### src/rtl/assert_macros.svh
// Assertion macros for the RTL files.
`ifndef ASSERT_MACROS_SVH
`define ASSERT_MACROS_SVH

`ifndef ASSERT_OFF

// prop must hold at every rising clock edge outside reset
`define ASSERT_AT(lbl, clk, rstn, prop) \
  lbl: assert property (@(posedge clk) disable iff (!rstn) (prop)) \
    else $error("assertion failed");

// cond must never be true outside reset
`define ASSERT_NEVER(lbl, clk, rstn, cond) \
  lbl: assert property (@(posedge clk) disable iff (!rstn) !(cond)) \
    else $error("forbidden condition seen");

`else

`define ASSERT_AT(lbl, clk, rstn, prop)
`define ASSERT_NEVER(lbl, clk, rstn, cond)

`endif

`endif

### src/rtl/amsl_pkg.sv
// Shared constants and types for the audio mix soft limiter.
`default_nettype none

package amsl_pkg;

  localparam int unsigned SampleBitsDef = 16;

  // limiter factor, unsigned Q1.16
  localparam logic [16:0] FacOne     = 17'd65536;
  localparam logic [16:0] FacMin     = 17'd39321;  // 0.6
  localparam logic [16:0] FacNearOne = 17'd64880;  // 0.99

  localparam logic [14:0] ThreshReset = 15'd32439;

  // recovery: inv' = inv*(inv + 9*65536) / (10*65536)
  localparam logic [19:0] TickAdd = 20'd589824;

  typedef struct packed {
    logic busy;
    logic done;
  } div_stat_t;

endpackage

`default_nettype wire

### src/rtl/amsl_div.sv
// Radix-2 restoring divider, one quotient bit per cycle.
`default_nettype none

module amsl_div import amsl_pkg::*; #(
  parameter int unsigned DN = 35,
  parameter int unsigned DD = 20
) (
  input  wire logic          clk_i,
  input  wire logic          rst_ni,
  input  wire logic          start_i,
  input  wire logic [DN-1:0] dividend_i,
  input  wire logic [DD-1:0] divisor_i,
  output logic      [DN-1:0] quotient_o,
  output div_stat_t          stat_o
);

  localparam int unsigned CntW = $clog2(DN + 1);

  logic [DD-1:0]   rem_q;
  logic [DN-1:0]   quo_q;
  logic [DD-1:0]   dvs_q;
  logic [CntW-1:0] cnt_q;
  logic            busy_q;
  logic            done_q;

  logic [DD:0] trial;
  logic [DD:0] diff;
  logic        ge;

  assign trial = {rem_q, quo_q[DN-1]};
  assign ge    = trial >= {1'b0, dvs_q};
  assign diff  = trial - {1'b0, dvs_q};

  always_ff @(posedge clk_i or negedge rst_ni) begin
    if (!rst_ni) begin
      rem_q  <= '0;
      quo_q  <= '0;
      dvs_q  <= '0;
      cnt_q  <= '0;
      busy_q <= 1'b0;
      done_q <= 1'b0;
    end else if (start_i) begin
      rem_q  <= '0;
      quo_q  <= dividend_i;
      dvs_q  <= divisor_i;
      cnt_q  <= CntW'(DN);
      busy_q <= 1'b1;
      done_q <= 1'b0;
    end else if (busy_q) begin
      rem_q <= ge ? diff[DD-1:0] : trial[DD-1:0];
      quo_q <= {quo_q[DN-2:0], ge};
      cnt_q <= cnt_q - CntW'(1);
      if (cnt_q == CntW'(1)) begin
        busy_q <= 1'b0;
        done_q <= 1'b1;
      end
    end else begin
      done_q <= 1'b0;
    end
  end

  assign quotient_o  = quo_q;
  assign stat_o.busy = busy_q;
  assign stat_o.done = done_q;

endmodule

`default_nettype wire

### src/rtl/audio_mix_soft_limiter.sv
// Audio mix step with soft gain-reduction limiter: top level and sequencer.
//
// Each transaction on the input channel is either a mix item (scale the source
// by the speaker gain, take 8/10, apply the limiter factor, add to the running
// mix sample, lower the factor when the sum passes the threshold) or a
// recovery tick that eases the factor back toward 1.0. One result comes out
// per item. Divisions by a constant (the full scale 2^(SAMPLE_BITS-1)-1, and
// 15 = 2^4-1, which carries the divides by 10 and by 10*65536) run on a shared
// fold unit that adds the high part of the operand onto its low part, one fold
// per clock; a multiplier with a registered product feeds it. The limiter's
// data-dependent division runs on a restoring divider, one quotient bit per
// clock, DN = max(2*SAMPLE_BITS-2, 35) bits wide. A mix item runs three fold
// passes; when the limiter engages it also waits for the divider. A tick runs
// one fold pass, or goes straight to the result when the factor is already
// near 1.0. A finished result waits in an output register until taken; the
// input is not ready while an item is in progress, so the next item may be
// taken while a result waits, but it cannot finish before that result leaves.
// The threshold register may be written at any time the block is idle;
// cfg_ready_o is always high.
`default_nettype none

module audio_mix_soft_limiter import amsl_pkg::*; #(
  parameter int unsigned SAMPLE_BITS = SampleBitsDef
) (
  input  wire logic               clk_i,
  input  wire logic               rst_ni,
  // configuration write
  input  wire logic               cfg_valid_i,
  output logic                    cfg_ready_o,
  input  wire logic [14:0]        cfg_data_i,
  // input items
  input  wire logic               in_valid_i,
  output logic                    in_ready_o,
  input  wire logic               req_type_i,
  input  wire logic signed [15:0] acc_in_i,
  input  wire logic signed [15:0] src_sample_i,
  input  wire logic [15:0]        gain_i,
  // results
  output logic                    out_valid_o,
  input  wire logic               out_ready_i,
  output logic signed [15:0]      mixed_sample_o,
  output logic                    limited_o,
  output logic [16:0]             limit_factor_o
);

  `include "assert_macros.svh"

  localparam int unsigned SB   = SAMPLE_BITS;
  localparam int unsigned DivN = (2 * SB - 2 > 35) ? 2 * SB - 2 : 35;
  localparam int unsigned DivD = (SB > 20) ? SB : 20;
  localparam int unsigned MulA = (SB - 1 > 17) ? SB - 1 : 17;
  localparam int unsigned MulB = (SB - 1 > 20) ? SB - 1 : 20;
  localparam int unsigned SumW = SB + 1;

  localparam logic [SB-1:0] MaxV = {1'b0, {(SB - 1){1'b1}}};
  localparam logic signed [SumW-1:0] MaxS = $signed({2'b00, {(SB - 1){1'b1}}});
  localparam logic signed [SumW-1:0] MinS = -MaxS;

  // fold masks: divide by 2^(SB-1)-1 or by 15
  localparam logic [DivN-1:0] FoldMaskV  = DivN'(MaxV);
  localparam logic [DivN-1:0] FoldMask15 = DivN'(15);

  typedef enum logic [3:0] {
    S_IDLE,
    S_MIX_MUL1,
    S_MIX_DIV1,
    S_MIX_W1,
    S_MIX_DIV2,
    S_MIX_W2,
    S_MIX_MUL2,
    S_MIX_DIV3,
    S_MIX_W3,
    S_MIX_CMP,
    S_MIX_W4,
    S_TICK_MUL,
    S_TICK_DIV,
    S_TICK_W,
    S_FIN
  } state_e;

  state_e                 state_q;
  logic signed [15:0]     acc_q;
  logic signed [15:0]     src_q;
  logic [15:0]            gain_q;
  logic [14:0]            thr_q;
  logic [16:0]            factor_q;
  logic [SB-2:0]          mag_q;
  logic [DivN-1:0]        prod_q;
  logic signed [SumW-1:0] sum_q;
  logic                   lim_q;
  logic                   out_valid_q;
  logic signed [15:0]     mixed_q;
  logic                   limited_q;
  logic [16:0]            fac_out_q;

  // shared multiplier
  logic [MulA-1:0]      mul_a;
  logic [MulB-1:0]      mul_b;
  logic [MulA+MulB-1:0] mul_p;

  // shared fold unit for constant divisors
  logic            fold_load;
  logic            fold_k4;
  logic [DivN-1:0] fold_val;
  logic [DivN-1:0] fold_x_q;
  logic [DivN-1:0] fold_q_q;
  logic            fold_k4_q;
  logic [DivN-1:0] fold_mask;
  logic [DivN-1:0] fold_hi;
  logic [DivN-1:0] fold_lo;
  logic            fold_end;
  logic [DivN-1:0] fold_quo;
  logic [DivN-1:0] mag12;
  logic [DivN-1:0] tick_z;
  logic [DivN-1:0] tick3;

  // divider for the limiter
  logic            div_start;
  logic [DivN-1:0] div_num;
  logic [DivD-1:0] div_den;
  logic [DivN-1:0] quo;
  div_stat_t       div_stat;

  logic [15:0]            src_abs;
  logic [SB+15:0]         fac_wide;
  logic [SB-2:0]          fac_int;
  logic [16:0]            inv;
  logic [19:0]            inv_add;
  logic signed [SumW-1:0] part_pos;
  logic signed [SumW-1:0] part_s;
  logic signed [SumW-1:0] sum_neg;
  logic [SB-1:0]          sum_abs;
  logic                   over;
  logic signed [SumW-1:0] sum_sat;
  logic [16:0]            cand;

  assign src_abs  = src_q[15] ? 16'(-src_q) : 16'(src_q);
  // fac_int = (MAXV * factor) >> 16, MAXV = 2^(SB-1) - 1
  assign fac_wide = ((SB + 16)'(factor_q) << (SB - 1)) - (SB + 16)'(factor_q);
  assign fac_int  = fac_wide[SB+14:16];
  assign inv      = FacOne - factor_q;
  assign inv_add  = 20'(inv) + TickAdd;

  // x = hi*2^k + lo = hi*(2^k-1) + (hi+lo); fold until hi is zero
  assign fold_mask = fold_k4_q ? FoldMask15 : FoldMaskV;
  assign fold_hi   = fold_k4_q ? (fold_x_q >> 4) : (fold_x_q >> (SB - 1));
  assign fold_lo   = fold_x_q & fold_mask;
  assign fold_end  = (fold_hi == '0);
  assign fold_quo  = (fold_x_q == fold_mask) ? fold_q_q + DivN'(1) : fold_q_q;

  // 8*m/10 = 12*m/15; p/(10*65536) = (p >> 17)/5 = 3*(p >> 17)/15
  assign mag12  = DivN'({mag_q, 3'b000}) + DivN'({mag_q, 2'b00});
  assign tick_z = prod_q >> 17;
  assign tick3  = (tick_z << 1) + tick_z;

  // truncation toward zero: all divides work on magnitudes, sign follows src
  assign part_pos = $signed(SumW'(fold_quo[SB-2:0]));
  assign part_s   = src_q[15] ? -part_pos : part_pos;
  assign sum_neg  = -sum_q;
  assign sum_abs  = sum_q[SumW-1] ? sum_neg[SB-1:0] : sum_q[SB-1:0];
  assign over     = sum_abs > SB'(thr_q);
  assign sum_sat  = (sum_q > MaxS) ? MaxS : ((sum_q < MinS) ? MinS : sum_q);

  always_comb begin
    if (quo < DivN'(FacMin)) begin
      cand = FacMin;
    end else if (quo > DivN'(FacOne)) begin
      cand = FacOne;
    end else begin
      cand = quo[16:0];
    end
  end

  always_comb begin
    unique case (state_q)
      S_MIX_MUL1: begin
        mul_a = MulA'(src_abs);
        mul_b = MulB'(gain_q);
      end
      S_MIX_MUL2: begin
        mul_a = MulA'(mag_q);
        mul_b = MulB'(fac_int);
      end
      default: begin
        mul_a = MulA'(inv);
        mul_b = MulB'(inv_add);
      end
    endcase
  end

  assign mul_p = mul_a * mul_b;

  always_comb begin
    fold_load = 1'b0;
    fold_k4   = 1'b0;
    fold_val  = prod_q;
    unique case (state_q)
      S_MIX_DIV1, S_MIX_DIV3: begin
        fold_load = 1'b1;
      end
      S_MIX_DIV2: begin
        fold_load = 1'b1;
        fold_k4   = 1'b1;
        fold_val  = mag12;
      end
      S_TICK_DIV: begin
        fold_load = 1'b1;
        fold_k4   = 1'b1;
        fold_val  = tick3;
      end
      default: begin
        fold_load = 1'b0;
      end
    endcase
  end

  always_ff @(posedge clk_i or negedge rst_ni) begin
    if (!rst_ni) begin
      fold_x_q  <= '0;
      fold_q_q  <= '0;
      fold_k4_q <= 1'b0;
    end else if (fold_load) begin
      fold_x_q  <= fold_val;
      fold_q_q  <= '0;
      fold_k4_q <= fold_k4;
    end else if (!fold_end) begin
      fold_q_q <= fold_q_q + fold_hi;
      fold_x_q <= fold_hi + fold_lo;
    end
  end

  assign div_start = (state_q == S_MIX_CMP) && over;
  assign div_num   = DivN'({thr_q, 16'h0000});
  assign div_den   = DivD'(sum_abs);

  amsl_div #(
    .DN(DivN),
    .DD(DivD)
  ) u_div (
    .clk_i      (clk_i),
    .rst_ni     (rst_ni),
    .start_i    (div_start),
    .dividend_i (div_num),
    .divisor_i  (div_den),
    .quotient_o (quo),
    .stat_o     (div_stat)
  );

  always_ff @(posedge clk_i or negedge rst_ni) begin
    if (!rst_ni) begin
      state_q     <= S_IDLE;
      acc_q       <= '0;
      src_q       <= '0;
      gain_q      <= '0;
      thr_q       <= ThreshReset;
      factor_q    <= FacOne;
      mag_q       <= '0;
      prod_q      <= '0;
      sum_q       <= '0;
      lim_q       <= 1'b0;
      out_valid_q <= 1'b0;
      mixed_q     <= '0;
      limited_q   <= 1'b0;
      fac_out_q   <= FacOne;
    end else begin
      if (cfg_valid_i) begin
        thr_q <= cfg_data_i;
      end
      // S_FIN refills the output register itself
      if (out_ready_i && (state_q != S_FIN)) begin
        out_valid_q <= 1'b0;
      end
      unique case (state_q)
        S_IDLE: begin
          if (in_valid_i) begin
            acc_q  <= acc_in_i;
            src_q  <= src_sample_i;
            gain_q <= gain_i;
            lim_q  <= 1'b0;
            sum_q  <= '0;
            if (!req_type_i) begin
              state_q <= S_MIX_MUL1;
            end else if (factor_q <= FacNearOne) begin
              state_q <= S_TICK_MUL;
            end else begin
              factor_q <= FacOne;
              state_q  <= S_FIN;
            end
          end
        end
        S_MIX_MUL1: begin
          prod_q  <= mul_p[DivN-1:0];
          state_q <= S_MIX_DIV1;
        end
        S_MIX_DIV1: state_q <= S_MIX_W1;
        S_MIX_W1: begin
          if (fold_end) begin
            mag_q   <= (fold_quo > DivN'(MaxV)) ? MaxV[SB-2:0] : fold_quo[SB-2:0];
            state_q <= S_MIX_DIV2;
          end
        end
        S_MIX_DIV2: state_q <= S_MIX_W2;
        S_MIX_W2: begin
          if (fold_end) begin
            mag_q   <= fold_quo[SB-2:0];
            state_q <= S_MIX_MUL2;
          end
        end
        S_MIX_MUL2: begin
          prod_q  <= mul_p[DivN-1:0];
          state_q <= S_MIX_DIV3;
        end
        S_MIX_DIV3: state_q <= S_MIX_W3;
        S_MIX_W3: begin
          if (fold_end) begin
            sum_q   <= SumW'(acc_q) + part_s;
            state_q <= S_MIX_CMP;
          end
        end
        S_MIX_CMP: begin
          lim_q   <= over;
          state_q <= over ? S_MIX_W4 : S_FIN;
        end
        S_MIX_W4: begin
          if (div_stat.done) begin
            if (cand < factor_q) begin
              factor_q <= cand;
            end
            state_q <= S_FIN;
          end
        end
        S_TICK_MUL: begin
          prod_q  <= mul_p[DivN-1:0];
          state_q <= S_TICK_DIV;
        end
        S_TICK_DIV: state_q <= S_TICK_W;
        S_TICK_W: begin
          if (fold_end) begin
            factor_q <= FacOne - fold_quo[16:0];
            state_q  <= S_FIN;
          end
        end
        S_FIN: begin
          if (!out_valid_q || out_ready_i) begin
            out_valid_q <= 1'b1;
            mixed_q     <= sum_sat[15:0];
            limited_q   <= lim_q;
            fac_out_q   <= factor_q;
            state_q     <= S_IDLE;
          end
        end
        default: state_q <= S_IDLE;
      endcase
    end
  end

  assign cfg_ready_o    = 1'b1;
  assign in_ready_o     = (state_q == S_IDLE);
  assign out_valid_o    = out_valid_q;
  assign mixed_sample_o = mixed_q;
  assign limited_o      = limited_q;
  assign limit_factor_o = fac_out_q;

  `ASSERT_AT(a_factor_range, clk_i, rst_ni, (factor_q >= FacMin) && (factor_q <= FacOne))
  `ASSERT_NEVER(a_idle_div_quiet, clk_i, rst_ni, (state_q == S_IDLE) && div_stat.busy)
  `ASSERT_NEVER(a_start_while_busy, clk_i, rst_ni, div_start && div_stat.busy)

endmodule

`default_nettype wire
### config.mk
export PLATFORM = sky130hd
export DESIGN_NAME = audio_mix_soft_limiter
export DESIGN_NICKNAME = d
export VERILOG_FILES = /design/src/rtl/amsl_pkg.sv /design/src/rtl/amsl_div.sv /design/src/rtl/audio_mix_soft_limiter.sv
export VERILOG_INCLUDE_DIRS = /design/src /design/src/rtl
export SDC_FILE = /design/constraint.sdc
export NUM_CORES = 2
export LEC_CHECK = 0
export BUFFER_PORTS_ARGS = -buffer_cell sky130_fd_sc_hd__buf_2
export CAP_MARGIN = 0
export CORE_ASPECT_RATIO = 0.6
export CORE_MARGIN = 5
export CORE_UTILIZATION = 60
export CTS_BUF_LIST = sky130_fd_sc_hd__clkbuf_8
export CTS_CLUSTER_DIAMETER = 200
export CTS_CLUSTER_SIZE = 25
export DETAILED_ROUTE_END_ITERATION = 7
export GPL_ROUTABILITY_DRIVEN = 0
export PLACE_DENSITY = 0.76
export SETUP_SLACK_MARGIN = 0.3
export SLEW_MARGIN = 20
export SYNTH_ARGS = -nofsm -noshare
export SYNTH_HDL_FRONTEND = slang
export SYNTH_SLANG_ARGS = --single-unit
### constraint.sdc
create_clock -name clk_i -period 25.5 [get_ports clk_i]
set_input_delay 2.55 -clock clk_i [delete_from_list [all_inputs] [get_ports clk_i]]
set_output_delay 2.55 -clock clk_i [all_outputs]
set_load 0.05 [all_outputs]
Word level (Yosys, flattened, before mapping)
Index checks and enable logic that the tools add are counted.
{"block": "classes", "n_mux": 62, "reduce_logical": 21, "order_cmp": 9, "multipliers": 1, "n_eq_ne": 29, "addsub": 15, "n_bitwise": 1}
{"operator": "35-bit two-way mux", "count": 7}
{"operator": "17-bit two-way mux", "count": 11}
{"operator": "35-bit one-hot mux with 2 select lines", "count": 1}
{"operator": "17-bit one-hot mux with 2 select lines", "count": 2}
{"operator": "16-bit two-way mux", "count": 4}
{"operator": "15-bit two-way mux", "count": 4}
{"operator": "20-bit two-way mux", "count": 3}
{"operator": "4-bit one-hot mux with 15 select lines", "count": 1}
{"operator": "17-bit one-hot mux with 3 select lines", "count": 1}
{"operator": "20-bit one-hot mux with 2 select lines", "count": 1}
{"operator": "31-bit by 35-bit adder with 35-bit output", "count": 1}
{"operator": "35-bit by 1-bit adder with 35-bit output, second input constant", "count": 1}
{"operator": "35-bit by 31-bit adder with 35-bit output", "count": 1}
{"operator": "35-bit by 15-bit bitwise AND with 35-bit output", "count": 1}
{"operator": "35-bit by 15-bit == test with 1-bit output", "count": 1}
{"operator": "35-bit by 15-bit greater-than comparator with 1-bit output, second input constant", "count": 1}
{"operator": "35-bit by 17-bit greater-than comparator with 1-bit output, second input constant", "count": 1}
{"operator": "35-bit zero test", "count": 1}
{"operator": "35-bit by 16-bit < comparator with 1-bit output, second input constant", "count": 1}
{"operator": "17-bit by 20-bit multiplier with 35-bit output", "count": 1}
{"operator": "17-bit subtractor, first input constant", "count": 2}
{"operator": "4-bit two-way mux", "count": 8}
{"operator": "16-bit negator", "count": 2}
{"operator": "31-bit two-way mux", "count": 1}
{"operator": "other kinds (40)", "count": 80}
{"block": "totals", "elab_cells": 161, "ff_bits": 337, "output_inout_bits": 37, "inputBits": 69}

Depth between registers and ports, before layout
{"block": "logic_depth", "depth_word": 8, "ltp_mapped": 33, "mapped_depth_nobuf": 32}

Hierarchy
From an unflattened synthesis, not the netlist that was laid out.
{"block": "hier_totals", "cells_unflattened": 4013, "area_unflattened_um2": 34825.9}
{"mod": "audio_mix_soft_limiter", "area_per_inst_um2": 29955.0, "cells_per_inst": 3481, "n_inst": 1, "seq_area_each_um2": 6473.7}
{"mod": "amsl_div", "area_per_inst_um2": 4870.9, "cells_per_inst": 532, "n_inst": 1, "seq_area_each_um2": 2077.0}

Worst setup path after synthesis
OpenSTA, ideal clock, no wires.
{"block": "synth_timing", "path_type": "reg2reg", "start": "register factor_q[3]", "end": "register prod_q[34]", "stages_incl_launch_ff": 29, "setup_ns": 0.130, "synth_period_minus_slack_ns": 8.139, "required_ns": 25.370, "path_buffers": 2, "path_slack_ns": 17.361, "arrival_time_ns": 8.010, "cell_sequence": "dfrtp_1 buf_2 or3_1 clkbuf_1 nor4_1 a31oi_1 o21a_1 nand2_1 xnor2_1 nor2_1 a211oi_1 nor2_1 fa_1 inv_1 fa_1 fa_1 inv_1 fa_1 fa_1 fa_1 ha_1 a211o_1 or3_1 o2111a_1 o211a_1 or4b_1 a31oi_1 xnor2_1 o21ai_1"}
{"block": "synth_between", "elab_chain_len": 4, "word_cells_on_any_way": 6, "classes_between": "3 x add/sub; 1 x mul; 2 x mux"}
{"element": "from (decl)", "line_no": "audio_mix_soft_limiter.sv:86", "source": "logic [16:0] factor_q;"}
{"element": "from (signal assigned)", "line_no": "audio_mix_soft_limiter.sv:256", "source": "factor_q <= FacOne;"}
{"element": "from (signal assigned)", "line_no": "audio_mix_soft_limiter.sv:286", "source": "factor_q <= FacOne;"}
{"element": "from (signal assigned)", "line_no": "audio_mix_soft_limiter.sv:327", "source": "factor_q <= cand;"}
{"element": "17-bit subtractor", "line_no": "audio_mix_soft_limiter.sv:141", "source": "assign inv = FacOne - factor_q;"}
{"element": "17-bit by 20-bit adder with 20-bit output", "line_no": "audio_mix_soft_limiter.sv:142", "source": "assign inv_add = 20'(inv) + TickAdd;"}
{"element": "20-bit one-hot mux with 2 select lines", "line_no": "audio_mix_soft_limiter.sv:175", "source": "unique case (state_q)"}
{"element": "17-bit by 20-bit multiplier with 35-bit output *", "line_no": "audio_mix_soft_limiter.sv:191", "source": "assign mul_p = mul_a * mul_b;"}
{"element": "to (signal assigned)", "line_no": "audio_mix_soft_limiter.sv:292", "source": "prod_q <= mul_p[DivN-1:0];"}
{"element": "to (signal assigned)", "line_no": "audio_mix_soft_limiter.sv:310", "source": "prod_q <= mul_p[DivN-1:0];"}
{"element": "to (signal assigned)", "line_no": "audio_mix_soft_limiter.sv:333", "source": "prod_q <= mul_p[DivN-1:0];"}
{"element": "to (decl)", "line_no": "audio_mix_soft_limiter.sv:88", "source": "logic [DivN-1:0] prod_q;"}
Every way passes the cells marked *; elsewhere a longest branch is shown, timed or not.
A chain may end at the register's enable or synchronous reset.

Worst setup path after layout
{"block": "layout_timing", "start": "register state_q[1]", "end": "register prod_q[32]"}
{"block": "layout_between", "elab_chain_len": 3, "word_cells_on_any_way": 7, "classes_between": "1 x mul; 3 x eq/ne; 2 x mux; 1 x reduce/logical"}
{"element": "from (decl)", "line_no": "audio_mix_soft_limiter.sv:81", "source": "state_e state_q;"}
{"element": "from (signal assigned)", "line_no": "audio_mix_soft_limiter.sv:322", "source": "state_q <= over ? S_MIX_W4 : S_FIN;"}
{"element": "4-bit by 3-bit == test with 1-bit output / 4-bit by 1-bit == test with 1-bit output (equally long branches)", "line_no": "audio_mix_soft_limiter.sv:175, audio_mix_soft_limiter.sv:273"}
{"element": "17-bit one-hot mux with 2 select lines / 20-bit one-hot mux with 2 select lines (equally long branches)", "line_no": "audio_mix_soft_limiter.sv:175"}
{"element": "17-bit by 20-bit multiplier with 35-bit output", "line_no": "audio_mix_soft_limiter.sv:191"}
Several ways; a longest one is shown, not always the timed one.

==> flow_summary.ini <==
[status]
status = complete, but fails checks
violations = design-rule violations

[global_routing]
groute.usage.overall_pct = 34.57
overflow = 0
antenna_found_initial = 1
grt_pass1_wl_microns = 170600
grt_pass1_vias = 28450
grt_max_degree = 136

[die]
core_area_sq_mm = 0.05717
rows = 68
die_width_microns = 319.3
start_util_pct = 60.24
die_area_sq_mm = 0.06245
fp.dieH_microns = 195.6
ios = 106

[critical_path]
rrSetupSlack_ns = 15.83
r2r-end = prod_q[32]
timing.rr.start = state_q[1]
startpoint_type = register
critPathArrivalTime_ns = 10.19
worst_setup_path_end_kind = register
required_ns = 26.02
cp_max_fo = 23
worstSetupPathType = reg2reg
reg2reg_depth = 24

[logic_synthesis]
netlist_instances = 3983
yosys-top-cells-area = dfrtp_1 (23%), fa_1 (15%), ha_1 (9.9%)
synth_top_area_share_pct = 23.47
synth.distinct_cells = 97
synth-async-reset-ratio_pct = 100.0
synth.most_common_cell = nand2_1
yosysWarnings = 0
yosysSeqAreaShare_pct = 24.54
synth_ff_type = dfrtp_1
yosysTopAreaCell = dfrtp_1
yosys-top-cells-count = nand2_1 (488), inv_1 (418), nor2_1 (373)
syn_nets = 4583
syn_area_sq_mm = 0.03444
synth_edf_count = 0
synth_seq_cells = 337
avgSynthCellArea_sq_um = 8.647

[final_layout]
syn_to_final_growth_pct = 4.269
nFillCells = 4958
stdcell_area_sq_mm = 0.03591
drive_gt1_share_pct = 8.346
nets = 4571

[sta]
rsz0062_at_grt = no
finalHoldViolCount = 0
fin_skew_ns = 0.09048
period_needed_ns = 9.668
relSlewSlack_pct = 21.10
tightest_slew_ns = 1.183
fmax_ghz = 0.1034
period_share_pct = 37.91
timing.setup.tns_ns = 0
report.final.slew_viol_count = 0
setup_viol = 0

[clock_tree]
cts_tree = yes
path_clk_slew_ns = 0.18
hold_buffers = 0
clock_sinks = 337
cts_resized = 0
cts-buffers-inserted = 17
clk_latency_ns = 0.68
cts-root-buf = clkbuf_8
cts_setup_buffers = 0
htreeDepth = 1
cts_buffer_depth = 3

[hold_path]
hp-start = prod_q[4]
hp-class = reg2reg
holdPathStages = 2
min_to = prod_q[4]

[routing]
wirelength_microns = 109100
wl_per_cell_microns = 22.94
drt_iter0_drc = 4639
firstDrtPassIters = 8
ant_nets = 0
drcViolationCount = 125
vias_per_cell = 6.344
vias = 30160

[place]
io_buffers = 104
placed_area_sq_mm = 0.03560
dp.final_hpwl_microns = 86570

[flow_run]
drv_cap = 0
area by class of cell:
cell class	count	area, sq um	share of cell area, %
multi-input combinational	3051	23780	66.22
sequential	337	8452	23.54
inverter	421	1580	4.401
tap	770	963.4	2.683
timing repair buffer	143	835.8	2.328
clock buffer	17	234.0	0.6516
clock inverter	9	50.05	0.1394
antenna	6	15.01	0.04181
cell families (layout without fill, tap and decap cells):
group | after synthesis | count (layout) | share of synthesized area (%)
and+or+nand+nor | 1317 | 1317 | 17.94
AOI/OAI and AO/OA | 798 | 798 | 14.74
buffers and inverters | 595 | 590 | 6.692
adders and majority gates | 531 | 531 | 24.92
DFF | 337 | 337 | 24.54
xor gates and xnor gates | 247 | 247 | 6.282
muxes | 156 | 156 | 4.872
other | 2 | 8 | 0.02181
cell usage in the layout, fill, tap and decap left out, types with 61 or more instances in the layout:
cell type,count
a21oi_1,202
o21ai_0,212
fa_1,258
a21o_1,61
buf_2,103
xor2_1,87
ha_1,273
mux2i_1,65
mux2_2,89
xnor2_1,160
dfrtp_1,322
nand2_1,486
inv_1,425
nand3_1,83
nor2_1,371
layer usage:
metal / GRT usage, % / vias up / share of wire [%]
met1: 53.82 / 14340 / 44
met4: 4.987 / 10 / 2.5
met2: 42.77 / 1972 / 35
met5: 5.977 / - / 0.53
met3: 17.19 / 300 / 17
li1: - / 13540 / -
how the worst max path moves through the flow:
stage | from | endpoint | slack [ns] | depth (start not counted)
CTS | state_q[1] | prod_q[34] | 16.07 | 26
finish | state_q[1] | prod_q[32] | 15.83 | 24
floorplan | factor_q[3] | prod_q[34] | 17.36 | 28
detailed placement | state_q[1] | prod_q[34] | 16.15 | 26
global placement | state_q[1] | prod_q[34] | 16.31 | 25
global route | state_q[1] | prod_q[33] | 15.31 | 26
critical path, cell delays in order (launching register included):
cell	delay [ns]
dfrtp_1	0.81
nand2b_1	0.24
or3_1	0.65
nand2_1	0.70
nor2_1	0.59
a21oi_1	0.20
o21ai_0	0.19
buf_4	0.29
nand2_1	0.10
fa_1	0.53
fa_1	0.48
fa_1	0.53
inv_1	0.05
fa_1	0.46
fa_1	0.51
fa_1	0.59
ha_1	0.40
a211o_1	0.35
or3_1	0.34
o2111a_1	0.31
o211a_1	0.28
or4_1	0.47
a31oi_1	0.21
xor2_1	0.17
o21ai_1	0.07
flip-flops by register name, summed over array words and instances, names as in the netlist, 4 cells and up:
name and cells:
u_div.quotient_o 35, u_div.dvs_q 16, thr_q 15, gain_q 16, state_q 4, u_div.cnt_q 6, src_q 16, fold_x_q 35
sum_q 17, mixed_sample_o 16, fold_q_q 35, factor_q 17, u_div.rem_q 20, acc_q 16, prod_q 35, limit_factor_o 17
mag_q 15
through the flow:
step	cells	hold WS, ns	utilization (%)	setup WS (ns)
6_report	4754	0.5099	62.81	15.83
3_3_place_gp	4722	0.4511	62.27	16.31
5_1_grt	4748	0.5210	62.78	15.31
2_1_floorplan	3983	0.4376	-	17.36
3_5_place_dp	4722	0.4674	62.27	16.15
4_1_cts	4748	0.5050	62.76	16.07
Power is left out: the tool's default activity adds up to more than one toggle a clock period on the data nets, which glitch-free logic cannot reach.
